**src/hdl/text_console_char_writer_defines.svh**
```systemverilog
// Assertion macros for the text console character writer.
// Taken by the top level; expects i_clk and i_rst_n in scope.
`ifndef TEXT_CONSOLE_CHAR_WRITER_DEFINES_SVH
`define TEXT_CONSOLE_CHAR_WRITER_DEFINES_SVH

// same-cycle implication
`define TCW_ASSERT_NOW(label, ante, cons, msg) \
    label: assert property (@(posedge i_clk) disable iff (!i_rst_n) (ante) |-> (cons)) \
        else $error(msg);

// next-cycle implication
`define TCW_ASSERT_NEXT(label, ante, cons, msg) \
    label: assert property (@(posedge i_clk) disable iff (!i_rst_n) (ante) |=> (cons)) \
        else $error(msg);

`endif

```
**src/hdl/tcw_pkg.sv**
```systemverilog
// Package for the text console character writer: geometry, character codes,
// cursor and write-request types, cell address helper. No dependencies.
`default_nettype none

package tcw_pkg;

    localparam int Columns  = 80;
    localparam int Rows     = 25;
    localparam int TabWidth = 8;
    localparam int Cells    = Rows * Columns;

    localparam int AddrW = $clog2(Cells);
    localparam int ColW  = $clog2(Columns + TabWidth);
    localparam int RowW  = $clog2(Rows + 1);
    localparam int IdxW  = 11;

    localparam logic [7:0] ChBackspace = 8'h08;
    localparam logic [7:0] ChTab       = 8'h09;
    localparam logic [7:0] ChNewline   = 8'h0A;
    localparam logic [7:0] ChReturn    = 8'h0D;
    localparam logic [7:0] ChSpace     = 8'h20;
    localparam logic [7:0] ChPrompt    = 8'h23;

    localparam logic [7:0] ResetTextAttr  = 8'h12;
    localparam logic [7:0] ResetBlankAttr = 8'h11;

    localparam logic CfgTextAttr  = 1'b0;
    localparam logic CfgBlankAttr = 1'b1;

    typedef struct packed {
        logic [ColW-1:0] col;
        logic [RowW-1:0] row;
        logic            wrapped;
        logic            need_scroll;
    } t_cur;

    typedef struct packed {
        logic             we;
        logic [AddrW-1:0] addr;
        logic [7:0]       chr;
    } t_wreq;

    function automatic logic [AddrW-1:0] cell_addr(input logic [RowW-1:0] row,
                                                   input logic [ColW-1:0] col);
        logic [AddrW-1:0] base;
        base = AddrW'(AddrW'(row) * AddrW'(Columns));
        return AddrW'(base + AddrW'(col));
    endfunction

endpackage

`default_nettype wire

```
**src/hdl/tcw_cursor.sv**
```systemverilog
// Cursor unit: column, row and wrap flag, next position for a put word and
// the matching cell write request. Depends on tcw_pkg.
`default_nettype none

module tcw_cursor (
    input  wire logic                 i_clk,
    input  wire logic                 i_rst_n,
    input  wire logic                 i_put,
    input  wire logic [7:0]           i_char,
    input  wire logic                 i_scroll_done,
    output tcw_pkg::t_cur             o_cur,
    output tcw_pkg::t_wreq            o_wreq
);

    logic [tcw_pkg::ColW-1:0] r_col, n_col;
    logic [tcw_pkg::RowW-1:0] r_row, n_row;
    logic                     r_wrapped, n_wrapped;
    logic [tcw_pkg::RowW-1:0] row_inc;

    assign row_inc = tcw_pkg::RowW'(r_row + 1'b1);

    always_comb begin
        n_col       = r_col;
        n_row       = r_row;
        n_wrapped   = r_wrapped;
        o_wreq.we   = 1'b0;
        o_wreq.addr = tcw_pkg::cell_addr(r_row, r_col);
        o_wreq.chr  = i_char;
        case (i_char)
            tcw_pkg::ChBackspace: begin
                if (r_col != '0) begin
                    n_col = tcw_pkg::ColW'(r_col - 1'b1);
                end
            end
            tcw_pkg::ChTab: begin
                n_col = tcw_pkg::ColW'(((r_col / tcw_pkg::TabWidth) + 1) * tcw_pkg::TabWidth);
            end
            tcw_pkg::ChReturn: begin
                n_col = '0;
            end
            tcw_pkg::ChNewline: begin
                n_wrapped   = 1'b0;
                n_row       = row_inc;
                n_col       = tcw_pkg::ColW'(1);
                o_wreq.we   = (row_inc < tcw_pkg::RowW'(tcw_pkg::Rows));
                o_wreq.addr = tcw_pkg::cell_addr(row_inc, '0);
                o_wreq.chr  = tcw_pkg::ChPrompt;
            end
            default: begin
                if (i_char >= tcw_pkg::ChSpace) begin
                    o_wreq.we = 1'b1;
                    n_col     = tcw_pkg::ColW'(r_col + 1'b1);
                end
            end
        endcase
        if (n_col >= tcw_pkg::ColW'(tcw_pkg::Columns)) begin
            n_wrapped = 1'b1;
            n_col     = '0;
            n_row     = tcw_pkg::RowW'(n_row + 1'b1);
        end
        if (n_col == '0) begin
            n_col = tcw_pkg::ColW'(1);
        end
    end

    always_ff @(posedge i_clk) begin
        if (!i_rst_n) begin
            r_col     <= '0;
            r_row     <= '0;
            r_wrapped <= 1'b0;
        end else if (i_scroll_done) begin
            r_row <= tcw_pkg::RowW'(tcw_pkg::Rows - 1);
            r_col <= tcw_pkg::ColW'(1);
        end else if (i_put) begin
            r_col     <= n_col;
            r_row     <= n_row;
            r_wrapped <= n_wrapped;
        end
    end

    assign o_cur.col         = r_col;
    assign o_cur.row         = r_row;
    assign o_cur.wrapped     = r_wrapped;
    assign o_cur.need_scroll = (n_row == tcw_pkg::RowW'(tcw_pkg::Rows));

endmodule

`default_nettype wire

```
**config.mk**
```make
export PLATFORM = sky130hd
export DESIGN_NAME = tcw_cursor
export DESIGN_NICKNAME = d
export VERILOG_FILES = /design/src/hdl/text_console_char_writer_defines.svh /design/src/hdl/tcw_pkg.sv /design/src/hdl/tcw_cursor.sv
export SDC_FILE = /design/constraint.sdc
export NUM_CORES = 1
export LEC_CHECK = 0
export BUFFER_PORTS_ARGS = -buffer_cell sky130_fd_sc_hd__buf_2
export CAP_MARGIN = 20
export CORE_UTILIZATION = 40
export DETAILED_ROUTE_END_ITERATION = 12
export GPL_ROUTABILITY_DRIVEN = 0
export PLACE_DENSITY_LB_ADDON = 0.15
export SLEW_MARGIN = 20
export SYNTH_ARGS = -nofsm -noshare
export SYNTH_HDL_FRONTEND = slang
export SYNTH_SLANG_ARGS = --single-unit
export TNS_END_PERCENT = 30
```
**constraint.sdc**
```tcl
create_clock -name i_clk -period 3.7 [get_ports i_clk]
set_input_delay 0.555 -clock i_clk [delete_from_list [all_inputs] [get_ports i_clk]]
set_output_delay 0.555 -clock i_clk [all_outputs]
set_load 0.02 [all_outputs]
```
==> After elaboration in Yosys (flattened, before gate mapping) <==
Cells that the tools add are included.
{ "totals": {"regBits": 13, "latch_bits": 0, "ramBits": 0, "romBits": 0, "word_cells": 46, "mem_count": 0} }
{ "classes": {"add_sub_neg": 6, "mul": 2, "n_div": 0, "n_lt_le_gt_ge": 3, "n_eq_ne": 5, "n_shift": 0, "mux": 16, "bitwise": 2, "reduce_logical": 7} }
{ "op_table": {"columns": ["cell", "count"], "rows": [
  ["$eq 8x4->1 const B", 4],
  ["$mux 7", 4],
  ["$pmux 7 s4", 1],
  ["$mux 5", 4],
  ["$mux 19", 1],
  ["$mul 5x3->7 const B", 2],
  ["$add 11x7->11", 1],
  ["$add 5x1->5 const B", 2],
  ["$ge 8x6->1 const B", 1],
  ["$add 7x1->7 const B", 1],
  ["$ge 7x7->1 const B", 1],
  ["$logic_not 7->1", 1],
  ["$reduce_bool 7->1", 1],
  ["$sub 7x1->7 const B", 1],
  ["$eq 5x5->1 const B", 1],
  ["$lt 5x5->1 const B", 1],
  ["$mux 1", 5],
  ["$add 4x1->4 const B", 1],
  ["$reduce_bool 2->1", 2],
  ["$reduce_and 3->1", 1],
  ["$reduce_or 3->1", 1],
  ["$not 1->1", 2],
  ["$pmux 1 s2", 1],
  ["$reduce_or 2->1", 1]
]} }

==> Depth between registers and ports, before layout <==
{ "logic_depth": {"ltp_word": 9, "mapped_depth": 11} }

==> Worst setup path after synthesis <==
OpenSTA, ideal clock, no wires.
{ "synth_path": {"kind": "input -> output", "startpoint": "in i_char[5]", "endpoint": "out o_cur[0] in the netlist's numbering", "t_arrival_ns": 2.890, "setup_slack_ns": 0.255, "cell_stages": 9, "cell_sequence": "or3_1 > buf_2 > nor4_2 > clkbuf_1 > xnor2_1 > ha_1 > nor3_1 > o311ai_0 > o21ai_0"} }
{ "synth_lines": {"columns": ["item", "line", "rtl"], "rows": [
  ["from (decl)", "tcw_cursor.sv:9", "input wire logic [7:0] i_char,"],
  ["to (decl)", "tcw_cursor.sv:11", "output tcw_pkg::t_cur o_cur,"]
]} }

==> results.sh <==
export IMPL_detail_route_first_pass_iterations=4
export IMPL_synth_edf_count=0
export IMPL_clk_root_buffer_cell="clkbuf_8"
export IMPL_regToRegStartpoint="r_col[0]"
export IMPL_maxCapViolCount=0
export IMPL_syn_area_per_cell_sq_um=7.188
export IMPL_post_synth_top_area_fraction_pct=13.81
export IMPL_grt_first_pass_wirelength_um=9611
export IMPL_hold_bufs_inserted_after_cts=0
export IMPL_wire_per_inst_um=14.22
export IMPL_drt_first_iter_violations=143
export IMPL_slowest_delay_ps=550
export IMPL_leading_cell_type_by_number_of_instances_after_synthesis="nand2_1"
export IMPL_outcome="finished clean"
export IMPL_fin_nets=365
export IMPL_worstSkewPairLatency_ps=250
export IMPL_boundaryPins=46
export IMPL_critPathRequiredTime_ps=3140
export IMPL_die_area_sq_um=5504
export IMPL_asyncSetResetFlopFracSynth_pct=0
export IMPL_cts_tree="yes"
export IMPL_worst_ep_arrival_time_ps=2930
export IMPL_clkSlewWorstSetupHoldPaths_ps=50
export IMPL_avgViaCountPerCell=5.567
export IMPL_crit_family="adder cells"
export IMPL_antenna_cells_inserted=0
export IMPL_core_rowCount=25
export IMPL_htree_num_levels=1
export IMPL_number_of_pins_exceeding_their_max_slew_limit_in_the_final_report=0
export IMPL_finalWorstSetupSlack_ps=211.8
export IMPL_worstSetupEndpoint="o_wreq[18]"
export IMPL_overflow=0
export IMPL_hold_viol=0
export IMPL_post_synthesis_to_final_layout_area_growth_pct=18.01
export IMPL_placed_area_sq_um=2374
export IMPL_worst_r2r_setup_slack_ps=830
export IMPL_final_area_sq_um=2460
export IMPL_yosys_area_top_type="ha_1"
export IMPL_dominant_register_cell_in_the_synthesized_netlist="dfxtp_1"
export IMPL_largest_net_degree_at_the_start_of_global_routing=17
export IMPL_io_port_bufs=45
export IMPL_cp_cell_sequence="buf_4, ha_1, ha_1, fa_1, o211ai_1, o21ai_0, o31ai_1, or3_1, o21ai_0, xnor2_1, buf_4"
export IMPL_synthTopCellsByArea="ha_1 14%, dfxtp_1 12%, a21oi_1 5.3%"
export IMPL_setup_violations_final=0
export IMPL_synth_seq_cells=13
export IMPL_drc_errors=0
export IMPL_p_total_uw=406.8
export IMPL_worst_pin_slew_ps=513.1
export IMPL_crit_start="r_row[0]"
export IMPL_die_h_um=74.19
export IMPL_timing_critical_path_depth=11
export IMPL_r2r_end="r_row[2]"
export IMPL_cts_buffers=3
export IMPL_synthesis_yosys_warnings=0
export IMPL_synthCells=290
export IMPL_vdd_ir_drop_max_uv=164.3
export IMPL_routed_wirelength_um=5587
export IMPL_ys_seq_area_share_pct=12.48
export IMPL_antenna_found_initial=0
export IMPL_critical_path_endpoint_type="primary output"
export IMPL_initial_standard_cell_utilization_of_the_core_pct=42.72
export IMPL_synth_top_cells_by_count="25 x nand2_1, 23 x ha_1, 22 x a21oi_1"
export IMPL_setup_worst_path_class="reg -> out"
export IMPL_leakage_nw=1.120
export IMPL_grt_pass1_vias=1971
export IMPL_clk_path_buf_depth=2
export IMPL_area_of_the_mapped_netlist_sq_um=2084
export IMPL_p_per_area_nw_per_um2=165.4
export IMPL_die_width_um=74.19
export IMPL_slew_headroom_pct=65.67
export IMPL_core_area_sq_um=4880
export IMPL_worstPathMaxFanout=7
export IMPL_min_period_ps=3488
export IMPL_finalClockSkew_ps=4.228
export IMPL_achievable_frequency_ghz=0.2867
export IMPL_antenna_left=0
export IMPL_drive_above_1_share_pct=22.70
export IMPL_dpl_hpwl_um=4422
export IMPL_routed_via_count=2188
export IMPL_yosysUniqueCellTypes=48
export IMPL_number_of_buffers_and_inverters_on_the_critical_path=2
export IMPL_finalCritPeriodShare_pct=94.28
export IMPL_place_worst_setup_slack_ps=196.4
export IMPL_setup_repair_after_global_routing_missed_its_margin="false"
export IMPL_grt_total_usage_pct=22.01
export IMPL_r2r_cells=10
export IMPL_crit_path_start_kind="flip-flop"
export IMPL_critPathSlowestCell="fa_1"
export IMPL_hold_class="reg -> reg"
export IMPL_clock_sinks=13
export IMPL_synthesis_nets=328
export IMPL_timing_setup_tns_ps=0
## layout by cell type, fill, tap and decap left out, types with 4 or more instances in the layout
cell type | synthesis | routed
nand2_1 | 25 | 25
buf_2 | 1 | 44
nor3b_1 | 4 | 4
a31oi_1 | 5 | 5
ha_1 | 23 | 21
buf_4 | 2 | 11
nand3_1 | 11 | 11
xor2_1 | 7 | 6
o21ai_0 | 19 | 19
o31ai_1 | 7 | 7
nand4_1 | 4 | 4
nor2_1 | 16 | 16
nand3b_1 | 4 | 4
xnor2_1 | 11 | 10
nand2b_1 | 7 | 7
dfxtp_1 | 13 | 11
and3_1 | 6 | 6
a21oi_1 | 22 | 22
nor3_1 | 12 | 12
inv_1 | 18 | 18
or3_1 | 7 | 7
## stage by stage
stage	util, %	hold slack, ps	cells
2_1_floorplan	-	488.7	290
3_3_place_gp	48.64	516.3	389
3_5_place_dp	48.64	514.2	389
4_1_cts	49.59	539.8	393
5_1_grt	50.41	564.6	393
6_report	50.41	533.7	393
## repair_timing
action	4_1_cts	5_1_grt
gates resized for setup	0	10
buffers inserted	0	0
endpoints found under the hold margin	0	0
setup endpoints to repair	0	2
## report_power, final
part | switching, mW | internal, mW | total, mW | leakage, nW
sequential | 0.00377 | 0.143 | 0.147 | 0.107
combinational | 0.0814 | 0.0503 | 0.132 | 0.988
clock | 0.0535 | 0.0745 | 0.128 | 0.0255
total | 0.139 | 0.268 | 0.407 | 1.12
## flip-flops by register name (all words and copies together), names as in the netlist
signal	cells
r_col	7
r_wrapped	1
r_row	5
## worst register-to-register path, stage by stage, from the launching register on
cell and delay [ps]:
dfxtp_1 480, inv_1 130, ha_1 220, nand2b_1 120, nor2_1 70, or3_1 420
o22ai_2 290, a21boi_2 350, buf_4 230, mux2_2 340, a21oi_1 140
## logic make-up after synthesis
family                     count (synthesis)  share of synthesized area (%)
DFF                                       13                          12.49
buffers and inverters                     41                          7.802
and+or+nand+nor                          109                          28.27
xor gates and xnor gates                  18                          7.563
AOI/OAI and AO/OA                         79                          25.15
muxes                                      4                          2.041
adders and majority gates                 26                          16.69
## per-layer routing
layer | part of all wire (%) | GRT usage [%] | vias up | routed length, um
met4 | 1.8 | 6.197 | 0 | 102
met5 | 0 | 0 | - | 0
li1 | - | - | 1117 | -
met2 | 42 | 31.72 | 73 | 2323
met3 | 4.8 | 1.355 | 9 | 268
met1 | 52 | 34.56 | 989 | 2892
## layout make-up
cell class / instances / area, sq um
clock inverter: 1 / 5.005
clock buffer: 3 / 41.29
inverter: 18 / 67.56
timing repair buffer: 55 / 302.8
tap: 67 / 83.83
multi-input combinational: 236 / 1697
fill: 516 / 2420
sequential: 13 / 262.8
## worst min-delay path by stage
stage	start	endpoint	slack [ps]	cells past startpoint
floorplan	r_wrapped	r_wrapped	490	2
global placement	r_wrapped	r_wrapped	520	2
detailed placement	r_wrapped	r_wrapped	510	2
CTS	r_col[1]	r_col[1]	540	2
global route	r_wrapped	r_wrapped	560	2
finish	r_wrapped	r_wrapped	530	2
No activity file was read; power rests on OpenSTA's default activity.
